[config.mk]
export PLATFORM = sky130hd
export DESIGN_NAME = elevator_order_direction_control_unit
export DESIGN_NICKNAME = d
export VERILOG_FILES = /design/src/eodc_pkg.sv /design/src/elevator_order_direction_control_unit.sv /design/src/eodc_ctrl.sv /design/src/eodc_dpath.sv
export SDC_FILE = /design/constraint.sdc
export NUM_CORES = 1
export LEC_CHECK = 0
export BUFFER_PORTS_ARGS = -buffer_cell sky130_fd_sc_hd__buf_2
export CORE_AREA = 5 5 117 119
export DETAILED_ROUTE_END_ITERATION = 7
export DIE_AREA = 0 0 122 124
export PLACE_DENSITY = 0.77
export SYNTH_ARGS = -nofsm -noshare
export SYNTH_HDL_FRONTEND = slang
export SYNTH_SLANG_ARGS = --single-unit
[constraint.sdc]
create_clock -name i_clk -period 9.6 [get_ports i_clk]
set_input_delay 0.48 -clock i_clk [delete_from_list [all_inputs] [get_ports i_clk]]
set_output_delay 0.48 -clock i_clk [all_outputs]
set_load 0.01 [all_outputs]
[src/eodc_pkg.sv]
`timescale 1ns / 1ps

package eodc_pkg;

    // storage and field sizes
    localparam int MAX_FLOORS_DEF = 16;
    localparam int BUTTON_KINDS   = 3;
    localparam int FC_W           = 5;
    localparam int FLOOR_W        = 4;
    localparam int FUNC_W         = 2;
    localparam int KIND_W         = 2;
    localparam int DIR_W          = 2;
    localparam int IN_DATA_W      = 16;
    localparam int OUT_DATA_W     = 8;

    localparam logic [FC_W-1:0] FC_RESET = 5'd4;

    // function codes
    localparam logic [FUNC_W-1:0] FN_PRESS  = 2'd0;
    localparam logic [FUNC_W-1:0] FN_ARRIVE = 2'd1;
    localparam logic [FUNC_W-1:0] FN_DIR    = 2'd2;

    // button kinds
    localparam logic [KIND_W-1:0] BK_UP   = 2'd0;
    localparam logic [KIND_W-1:0] BK_DOWN = 2'd1;
    localparam logic [KIND_W-1:0] BK_CAB  = 2'd2;

    // direction codes, also used as mark values
    localparam logic [DIR_W-1:0] DIR_STOP = 2'd0;
    localparam logic [DIR_W-1:0] DIR_UP   = 2'd1;
    localparam logic [DIR_W-1:0] DIR_DOWN = 2'd2;

    typedef enum logic [2:0] {
        ST_IDLE,
        ST_EXEC,
        ST_SCAN,
        ST_DECIDE,
        ST_DONE
    } t_state;

    typedef struct packed {
        logic load;
        logic exec;
        logic scan_init;
        logic scan_step;
        logic decide;
        logic push;
    } t_cmd;

    typedef struct packed {
        logic is_dir;
        logic scan_last;
        logic out_free;
    } t_sts;

endpackage

[src/elevator_order_direction_control_unit.sv]
`timescale 1ns / 1ps

// Elevator order and direction controller. Each transfer on the slave side
// carries one event (button press, arrival, direction update) and yields one
// status result on the master side. Presses, arrivals and unused codes pass
// through the execute and done states, the result entering the output register
// from the done state once that register is free. A direction update adds,
// between these, a scan of the pending orders over the floors in use
// (floor_count clamped to 2..MAX_FLOORS) at one floor per cycle and a decide
// state. A new event is accepted while an earlier result still waits in the
// output register; its own result then holds the block until the master side
// takes the earlier one. floor_count may only be written while the block is idle.

module elevator_order_direction_control_unit #(
    parameter int MAX_FLOORS = eodc_pkg::MAX_FLOORS_DEF
) (
    input  logic                               i_clk,
    input  logic                               i_rst_n,
    input  logic                               i_cfg_wr_en,
    input  logic [eodc_pkg::FC_W-1:0]          i_cfg_wr_data,  // floor_count
    input  logic                               s_axis_tvalid,
    output logic                               s_axis_tready,
    // [3:0] floor, [5:4] button_kind, [9:6] last_floor, [15:10] zero
    input  logic [eodc_pkg::IN_DATA_W-1:0]     s_axis_tdata,
    // [1:0] func
    input  logic [eodc_pkg::FUNC_W-1:0]        s_axis_tuser,
    output logic                               m_axis_tvalid,
    input  logic                               m_axis_tready,
    // [1:0] travel_dir, [2] stop_here, [3] lamp_set, [4] any_pending, [7:5] zero
    output logic [eodc_pkg::OUT_DATA_W-1:0]    m_axis_tdata
);
    import eodc_pkg::*;

    t_cmd cmd;
    t_sts sts;

    eodc_ctrl u_ctrl (
        .i_clk      (i_clk),
        .i_rst_n    (i_rst_n),
        .i_in_valid (s_axis_tvalid),
        .i_sts      (sts),
        .o_cmd      (cmd),
        .o_in_ready (s_axis_tready)
    );

    eodc_dpath #(
        .MAX_FLOORS (MAX_FLOORS)
    ) u_dpath (
        .i_clk         (i_clk),
        .i_rst_n       (i_rst_n),
        .i_cfg_wr_en   (i_cfg_wr_en),
        .i_cfg_wr_data (i_cfg_wr_data),
        .i_in_user     (s_axis_tuser),
        .i_in_data     (s_axis_tdata),
        .i_out_ready   (m_axis_tready),
        .o_out_valid   (m_axis_tvalid),
        .o_out_data    (m_axis_tdata),
        .i_cmd         (cmd),
        .o_sts         (sts)
    );

endmodule

[src/eodc_ctrl.sv]
`timescale 1ns / 1ps

module eodc_ctrl (
    input  logic          i_clk,
    input  logic          i_rst_n,
    input  logic          i_in_valid,
    input  eodc_pkg::t_sts i_sts,
    output eodc_pkg::t_cmd o_cmd,
    output logic          o_in_ready
);
    import eodc_pkg::*;

    t_state r_state;
    t_state n_state;

    always_ff @(posedge i_clk) begin
        if (!i_rst_n) begin
            r_state <= ST_IDLE;
        end else begin
            r_state <= n_state;
        end
    end

    always_comb begin
        n_state = r_state;
        unique case (r_state)
            ST_IDLE: begin
                if (i_in_valid) n_state = ST_EXEC;
            end
            ST_EXEC: begin
                n_state = i_sts.is_dir ? ST_SCAN : ST_DONE;
            end
            ST_SCAN: begin
                if (i_sts.scan_last) n_state = ST_DECIDE;
            end
            ST_DECIDE: begin
                n_state = ST_DONE;
            end
            ST_DONE: begin
                if (i_sts.out_free) n_state = ST_IDLE;
            end
            default: n_state = ST_IDLE;
        endcase
    end

    always_comb begin
        o_cmd      = '0;
        o_in_ready = 1'b0;
        unique case (r_state)
            ST_IDLE: begin
                o_in_ready = 1'b1;
                o_cmd.load = i_in_valid;
            end
            ST_EXEC: begin
                o_cmd.exec      = 1'b1;
                o_cmd.scan_init = i_sts.is_dir;
            end
            ST_SCAN: begin
                o_cmd.scan_step = 1'b1;
            end
            ST_DECIDE: begin
                o_cmd.decide = 1'b1;
            end
            ST_DONE: begin
                o_cmd.push = i_sts.out_free;
            end
            default: o_cmd = '0;
        endcase
    end

endmodule

[src/eodc_dpath.sv]
`timescale 1ns / 1ps

module eodc_dpath #(
    parameter int MAX_FLOORS = eodc_pkg::MAX_FLOORS_DEF
) (
    input  logic                              i_clk,
    input  logic                              i_rst_n,
    input  logic                              i_cfg_wr_en,
    input  logic [eodc_pkg::FC_W-1:0]         i_cfg_wr_data,
    input  logic [eodc_pkg::FUNC_W-1:0]       i_in_user,
    input  logic [eodc_pkg::IN_DATA_W-1:0]    i_in_data,
    input  logic                              i_out_ready,
    output logic                              o_out_valid,
    output logic [eodc_pkg::OUT_DATA_W-1:0]   o_out_data,
    input  eodc_pkg::t_cmd                    i_cmd,
    output eodc_pkg::t_sts                    o_sts
);
    import eodc_pkg::*;

    // only floors reachable by the 4-bit floor field are stored
    localparam int FL_DEPTH = (MAX_FLOORS < (1 << FLOOR_W)) ? MAX_FLOORS : (1 << FLOOR_W);
    localparam int FL_W     = $clog2(FL_DEPTH);
    localparam int CNT_W    = $clog2(MAX_FLOORS + 1);
    localparam int CMP_W    = (CNT_W > FLOOR_W) ? CNT_W : FLOOR_W;

    logic [FC_W-1:0]    r_floor_count;
    logic [FUNC_W-1:0]  r_func;
    logic [FLOOR_W-1:0] r_floor;
    logic [KIND_W-1:0]  r_kind;
    logic [FLOOR_W-1:0] r_recent;

    // pending orders, and per floor the up slot (2f-1) and down slot (2f)
    // floor 0 owns only slot 0, kept in its down entry
    logic [FL_DEPTH-1:0] r_pend, n_pend;
    logic [DIR_W-1:0]    r_up [FL_DEPTH];
    logic [DIR_W-1:0]    n_up [FL_DEPTH];
    logic [DIR_W-1:0]    r_dn [FL_DEPTH];
    logic [DIR_W-1:0]    n_dn [FL_DEPTH];
    logic [DIR_W-1:0]    r_dir;
    logic                r_stop, n_stop;
    logic                r_lamp, n_lamp;

    logic [CNT_W-1:0]    r_idx;
    logic                r_any;
    logic [CNT_W-1:0]    r_low;
    logic [CNT_W-1:0]    r_high;

    logic                r_out_valid;
    logic [OUT_DATA_W-1:0] r_out_data;

    logic [CNT_W-1:0]    nfl;
    logic [CNT_W-1:0]    nfl_m1;
    logic [CMP_W-1:0]    f_x, rec_x, top_x, hi_x, lo_x;
    logic [FL_W-1:0]     fi;
    logic                f_ok, f_zero, f_top;
    logic                serve;
    logic                scan_bit;
    logic                any_pend;
    logic [DIR_W-1:0]    dir_dec;

    // floors in use, clamped
    always_comb begin
        if (r_floor_count < 5'd2) begin
            nfl = CNT_W'(2);
        end else if (32'(r_floor_count) > MAX_FLOORS) begin
            nfl = CNT_W'(MAX_FLOORS);
        end else begin
            nfl = CNT_W'(r_floor_count);
        end
    end

    assign nfl_m1 = nfl - CNT_W'(1);
    assign f_x    = CMP_W'(r_floor);
    assign rec_x  = CMP_W'(r_recent);
    assign top_x  = CMP_W'(nfl_m1);
    assign hi_x   = CMP_W'(r_high);
    assign lo_x   = CMP_W'(r_low);
    assign fi     = r_floor[FL_W-1:0];
    assign f_ok   = f_x < CMP_W'(nfl);
    assign f_zero = (r_floor == '0);
    assign f_top  = (f_x == top_x);

    always_comb begin
        n_pend = r_pend;
        n_up   = r_up;
        n_dn   = r_dn;
        n_stop = 1'b0;
        n_lamp = 1'b0;
        serve  = 1'b0;
        unique case (r_func)
            FN_PRESS: begin
                if (f_ok && (r_kind < KIND_W'(BUTTON_KINDS))) begin
                    n_lamp     = 1'b1;
                    n_pend[fi] = 1'b1;
                    case (r_kind)
                        BK_UP: begin
                            if (f_zero) n_dn[0] = DIR_UP;
                            else        n_up[fi] = DIR_UP;
                        end
                        BK_DOWN: begin
                            if (f_top) n_up[fi] = DIR_DOWN;
                            else       n_dn[fi] = DIR_DOWN;
                        end
                        BK_CAB: begin
                            // cab press at the last passed floor sets no mark
                            if (f_x > rec_x) begin
                                n_up[fi] = DIR_UP;
                            end else if (f_x < rec_x) begin
                                if (f_top) n_up[fi] = DIR_DOWN;
                                else       n_dn[fi] = DIR_DOWN;
                            end
                        end
                        default: ;
                    endcase
                end
            end
            FN_ARRIVE: begin
                if (f_ok && r_pend[fi]) begin
                    if (f_zero) begin
                        n_dn[0] = DIR_STOP;
                        serve   = 1'b1;
                    end else if (f_top) begin
                        n_up[fi] = DIR_STOP;
                        serve    = 1'b1;
                    end else if ((r_dir == DIR_UP && r_up[fi] == DIR_UP) ||
                                 (r_dir == DIR_DOWN && r_dn[fi] == DIR_DOWN) ||
                                 (r_dir == DIR_STOP)) begin
                        n_up[fi] = DIR_STOP;
                        n_dn[fi] = DIR_STOP;
                        serve    = 1'b1;
                    end
                    if (serve) n_pend[fi] = 1'b0;
                end
                n_stop = serve;
            end
            FN_DIR: ;
            default: ;
        endcase
    end

    // direction rules once the scan has found lowest and highest order
    always_comb begin
        dir_dec = r_dir;
        if (!r_any) begin
            dir_dec = DIR_STOP;
        end else if (r_dir == DIR_STOP) begin
            if (hi_x > rec_x)      dir_dec = DIR_UP;
            else if (hi_x < rec_x) dir_dec = DIR_DOWN;
        end else begin
            if (dir_dec == DIR_UP && rec_x == top_x) dir_dec = DIR_STOP;
            if (dir_dec == DIR_DOWN && rec_x == '0)  dir_dec = DIR_STOP;
            else if (dir_dec == DIR_UP && rec_x == hi_x)   dir_dec = DIR_DOWN;
            else if (dir_dec == DIR_DOWN && rec_x == lo_x) dir_dec = DIR_UP;
        end
    end

    always_comb begin
        if (r_idx < CNT_W'(FL_DEPTH)) scan_bit = r_pend[r_idx[FL_W-1:0]];
        else                          scan_bit = 1'b0;
    end

    always_comb begin
        any_pend = 1'b0;
        for (int i = 0; i < FL_DEPTH; i++) begin
            if (r_pend[i] && (CNT_W'(i) < nfl)) any_pend = 1'b1;
        end
    end

    always_ff @(posedge i_clk) begin
        if (!i_rst_n) begin
            r_floor_count <= FC_RESET;
            r_pend        <= '0;
            r_dir         <= DIR_STOP;
            r_out_valid   <= 1'b0;
            for (int i = 0; i < FL_DEPTH; i++) begin
                r_up[i] <= DIR_STOP;
                r_dn[i] <= DIR_STOP;
            end
        end else begin
            if (i_cfg_wr_en) r_floor_count <= i_cfg_wr_data;
            if (i_cmd.exec) begin
                r_pend <= n_pend;
                r_up   <= n_up;
                r_dn   <= n_dn;
            end
            if (i_cmd.decide) r_dir <= dir_dec;
            if (i_cmd.push) begin
                r_out_valid <= 1'b1;
            end else if (i_out_ready) begin
                r_out_valid <= 1'b0;
            end
        end
    end

    always_ff @(posedge i_clk) begin
        if (i_cmd.load) begin
            r_func   <= i_in_user;
            r_floor  <= i_in_data[3:0];
            r_kind   <= i_in_data[5:4];
            r_recent <= i_in_data[9:6];
        end
        if (i_cmd.exec) begin
            r_stop <= n_stop;
            r_lamp <= n_lamp;
        end
        if (i_cmd.scan_init) begin
            r_idx  <= '0;
            r_any  <= 1'b0;
            r_low  <= '0;
            r_high <= '0;
        end else if (i_cmd.scan_step) begin
            r_idx <= r_idx + CNT_W'(1);
            if (scan_bit) begin
                if (!r_any) r_low <= r_idx;
                r_high <= r_idx;
                r_any  <= 1'b1;
            end
        end
        if (i_cmd.push) begin
            r_out_data <= {3'b000, any_pend, r_lamp, r_stop, r_dir};
        end
    end

    assign o_sts.is_dir    = (r_func == FN_DIR);
    assign o_sts.scan_last = (r_idx == nfl_m1);
    assign o_sts.out_free  = !r_out_valid || i_out_ready;

    assign o_out_valid = r_out_valid;
    assign o_out_data  = r_out_data;

endmodule

; Word-level counts from Yosys, hierarchy flattened
; Index checks and enable logic that the tools add are counted.
[totals]
elab_cells = 259
output_inout_bits = 10
inputBits = 28
reg_bits = 126
[classes]
mux = 75
addsub = 2
bitwise_logic = 16
order_cmp = 30
reduce_logical = 48
eq_ne = 39
[op_table]
columns = operator, n
row1 = 32-bit 2-to-1 mux, 16
row2 = 32-bit one-hot mux with 2 select lines, 2
row3 = 32-bit one-hot mux with 3 select lines, 1
row4 = 16-bit bitwise AND, 4
row5 = 32-bit bitwise AND, 2
row6 = 16-bit OR, 4
row7 = 30-bit one-hot mux with 2 select lines, 1
row8 = 16-bit 2-to-1 mux, 3
row9 = 16-bit inverter, 3
row10 = 4-bit by 5-bit < comparator with 1-bit output (first input constant), 8
row11 = 2-bit 2-to-1 mux, 18
row12 = 32-bit inverter, 1
row13 = 16-bit one-hot mux with 2 select lines, 1
row14 = 30-bit 2-to-1 mux, 1
row15 = 1-bit logical AND, 26
row16 = 4-bit by 5-bit equality test with 1-bit output, 4
row17 = 3-bit by 5-bit < comparator with 1-bit output (first input constant), 4
row18 = 10-bit AND reduction, 2
row19 = 1-bit 2-to-1 mux, 18
row20 = 2-bit binary-select mux with 4-bit select, 2
row21 = 3-bit one-hot mux with 5 select lines, 1
row22 = 15-bit OR reduction, 1
row23 = 3-bit 2-to-1 mux, 4
row24 = 2-bit by 1-bit equality test with 1-bit output (second input constant), 5
row25 = 48 further kinds, 78

; Logic depth before layout (Yosys ltp)
[depth]
ltp_word = 16
mapped_depth = 13

; Hierarchy
; A second synthesis with hierarchy kept.
[hier_totals]
cells_unflattened = 777
hier_area_um2 = 7139.3
[by_module_without_submodules]
columns = mod, seq_area_each_um2, instances, area_per_inst_um2, cells_each
row1 = eodc_dpath, 2652.5, 1, 6926.6, 751
row2 = eodc_ctrl, 60.1, 1, 212.7, 26

; Least setup slack after synthesis
; No wires, ideal clock.
[synth_path]
kind = register to register
start = register u_dpath.r_floor_count[3]
end = register (tool-made name)
stages_incl_launch_ff = 13
t_arrival_ns = 2.884
synth_period_minus_slack_ns = 3.018
setup_ns = 0.134
path_slack_ns = 6.582
n_path_buf = 3
t_required_ns = 9.466
cell_sequence = dfxtp_1 > clkbuf_1 > nor2_1 > o21ai_0 > ha_1 > xor2_1 > a2111oi_0 > o211ai_1 > buf_2 > o21ai_1 > buf_6 > nor4_4 > mux2i_1
[synth_rtl]
columns = item, line_no
row1 = "start, declared", eodc_dpath.sv:26  ; logic [FC_W-1:0] r_floor_count;
row2 = "start signal, assigned", eodc_dpath.sv:180  ; if (i_cfg_wr_en) r_floor_count <= i_cfg_wr_data;

==> summary.md <==
| Metric | Value |
|---|---|
| Status | `finished, final reports clean` |
| Total CTS buffers | `17` |
| Clock Latency Late Sink | `between 0.4 and 0.5 ns` |
| Layout Nets | `approximately 850` |
| Most frequent cells in the layout | `113 x nand2_1, 107 x dfxtp_1, 92 x nor2_1, 41 x o21ai_0, 36 x a21oi_1` |
| DP Wirelength | `13900 um` |
| Fin crit period | `a little under 4 ns` |
| Setup Buffers After CTS | `0` |
| Clock buffer depth | `2` |
| Antenna diode count | `0` |
| Worst hold path class | `in2reg` |
| Post-route non-filler standard cell count | `986` |
| Pleak | `around 2.9 nW` |
| Critical path endpoint category | `register` |
| WP data required | `9.87 ns` |
| Peak VDD IR | `about 0.16 mV` |
| Most common cell after layout, fill and taps aside | `nand2_1` |
| Startpoint types | `register` |
| Drt drc | `0` |
| EDFF count, synth | `19` |
| Syn-to-layout area delta | `9.925%` |
| Dominant synthesized flop cell | `dfxtp_1` |
| Clock skew | `about 0.0076 ns` |
| RD Place Congestion | `slightly above 0.9` |
| Htree depth | `4` |
| Initial antenna violation count | `0` |
| Warnings, synthesis | `0` |
| Core Area | `about 12000 um^2` |
| Clk root buf | `clkbuf_16` |
| Layout cells sized above 1 | `between 10% and 20%` |
| IO Pins | `38` |
| Arr. time, crit path | `roughly 4.2 ns` |
| Largest net degree at the start of global routing | `62` |
| Ranking of synthesized cells by area | `dfxtp_1 29%, edfxtp_1 7.8%, nand2_1 5.8%, mux4_2 4.9%, nor2_1 4.7%` |
| Post-synthesis sequential area ratio | `a little under two fifths` |
| Final ANT Viol Nets | `0` |
| Setup TNS | `0 ns` |
| Max_slew headroom | `roughly a fifth` |
| Mapped Cells | `between 800 and 900` |
| Pwr/cell area | `between 150 and 200 nW/um^2` |
| Kind of critical path | `reg2reg` |
| Placed insts | `~950` |
| Mapped cell area | `around 7300 um^2` |
| Area share of the largest cell type after synthesis | `between 20% and 30%` |
| Vias per cell | `6.483` |
| Row count | `41` |
| Wire per inst | `~20 um` |
| Sink Count | `126` |
| Worst-Margin Slew | `between 1 and 1.5 ns` |
| Port Buffers | `28` |
| Seq cells post-synth | `126` |
| Initial core utilization | `58.96%` |
| Unrepaired setup endpoints after global routing | `false` |
| Ys async rst share | `0%` |
| Total Routing Usage GR | `27.07%` |
| Clock slew at reported path FFs | `roughly 0.06 ns` |
| First-pass detailed-route iteration total | `6` |
| Worst Path Max Fanout | `22` |
| Hold_buf cts | `0` |
| Die W | `122 um` |
| Final Hold Vio Count | `0` |
| Die area | `roughly 15000 um^2` |
| Fmax | `0.2555 GHz` |
| WL final | `19610 um` |
| Global-route wire length before repair | `around 32000 um` |
| GRT Residual Overflow | `0` |
| Final Setup Violations | `0` |
| Die Y | `124 um` |
| First DRT Iteration DRCs | `734` |
| CTS tree | `done` |
| Post-CTS Resized | `0` |
| Number of library cell types mapped by synthesis | `84` |
| Avg Inst Size Synth | `about 9 um^2` |
| DR vias | `between 6000 and 7000` |
| Max-cap violation count | `0` |
| Final period utilization | `between 40% and 50%` |
| Vias in the first global route | `6100` |
| Largest area contributor in the netlist | `dfxtp_1` |
| Final Slew Violations | `0` |
power breakdown:
group | internal, W | switching [W]
Combinational | 0.0000597 | 0.000108
Clock | 0.000426 | 0.000232
Sequential | 0.000551 | 0.0000281
worst paths after layout:
| kind | startpoint | endpoint | slack (ns) | depth (start not counted) |
|---|---|---|---|---|
| max | u_dpath.r_floor_count[4]$_SDFFE_PN0P_ | register | 5.69 | 10 |
| min | s_axis_tuser[0] | u_dpath.r_func[0]$_DFFE_PP_ | 0.23 | 1 |
| max reg2reg | u_dpath.r_floor_count[4]$_SDFFE_PN0P_ | register | 5.69 | 10 |
| min reg2reg | u_dpath.r_stop$_SDFFCE_PN0P_ | u_dpath.o_out_data[2]$_DFFE_PP_ | 0.42 | 0 |
metrics by stage:
step	hold WS [ns]	utilization (%)	power [W]	worst slack [ns]	instance area [um^2]
after floorplan	0.4003	-	0.0007128	6.582	7357
after global placement	0.4055	59.88	0.0007465	5.975	7465
after detailed placement	0.4061	59.88	0.0007527	5.819	7465
after CTS	0.2146	64.81	0.001408	5.779	8079
after global routing	0.2070	64.81	0.001457	5.375	8079
final	0.2253	64.81	0.001405	5.687	8079
critical path, cell delays in order, from the launching register on:
cell and delay, ns:
dfxtp_1 0.61, inv_1 0.24, o311a_1 0.27, ha_1 0.41, xor2_1 0.20, a2111oi_0 0.49, o211ai_1 0.17, buf_4 0.26
nor4b_2 0.21, nor3_2 0.73, a21oi_1 0.17
cells in the mapped netlist (3+ instances only):
library cell / n
a21oi_1: 36
a22oi_1: 4
a31oi_1: 13
a32oi_1: 10
and2_1: 4
and3_1: 5
buf_1: 3
buf_2: 12
buf_4: 8
buf_6: 5
clkbuf_1: 35
dfxtp_1: 107
edfxtp_1: 19
ha_1: 19
inv_1: 24
mux2i_1: 28
mux4_1: 4
mux4_2: 16
nand2_1: 113
nand2b_1: 9
nand3_1: 16
nand3b_1: 3
nand4_1: 13
nor2_1: 92
nor2b_1: 7
nor3_1: 14
nor3b_1: 7
nor4_1: 6
nor4_2: 5
nor4_4: 10
nor4b_1: 9
o211ai_1: 13
o21ai_0: 41
o221a_2: 5
o2bb2ai_1: 9
o32ai_1: 3
or3_1: 4
xnor2_1: 12
xor2_1: 7
layout make-up:
class / count / area (um^2)
Fill cell: 1015 / 4387
Sequential cell: 126 / 2713
Clock inverter: 8 / 100.1
Multi-Input combinational cell: 593 / 4228
Inverter: 25 / 93.84
Tap cell: 172 / 215.2
Timing Repair Buffer: 38 / 215.2
Clock buffer: 24 / 514.2
kinds of logic after synthesis:
kind of cell / count (synthesis) / share of synthesized area (%)
other: 1 / 0.05102
AND/OR/NAND/NOR: 328 / 24.16
XOR/XNOR: 20 / 2.571
multiplexers: 49 / 10.30
buffers and inverters: 89 / 5.890
flip-flops: 126 / 36.91
AO/OA/AOI/OAI: 174 / 16.89
adder cells (fa/ha/maj): 19 / 3.235
metal layers:
layer | GRT usage [%] | part of all wire [%]
met5 | 0 | 0
met4 | 9.104 | 2.4
met3 | 7.312 | 8.4
met2 | 44.79 | 48
met1 | 34.49 | 41
Note: power is estimated with default switching activity, not from simulation.
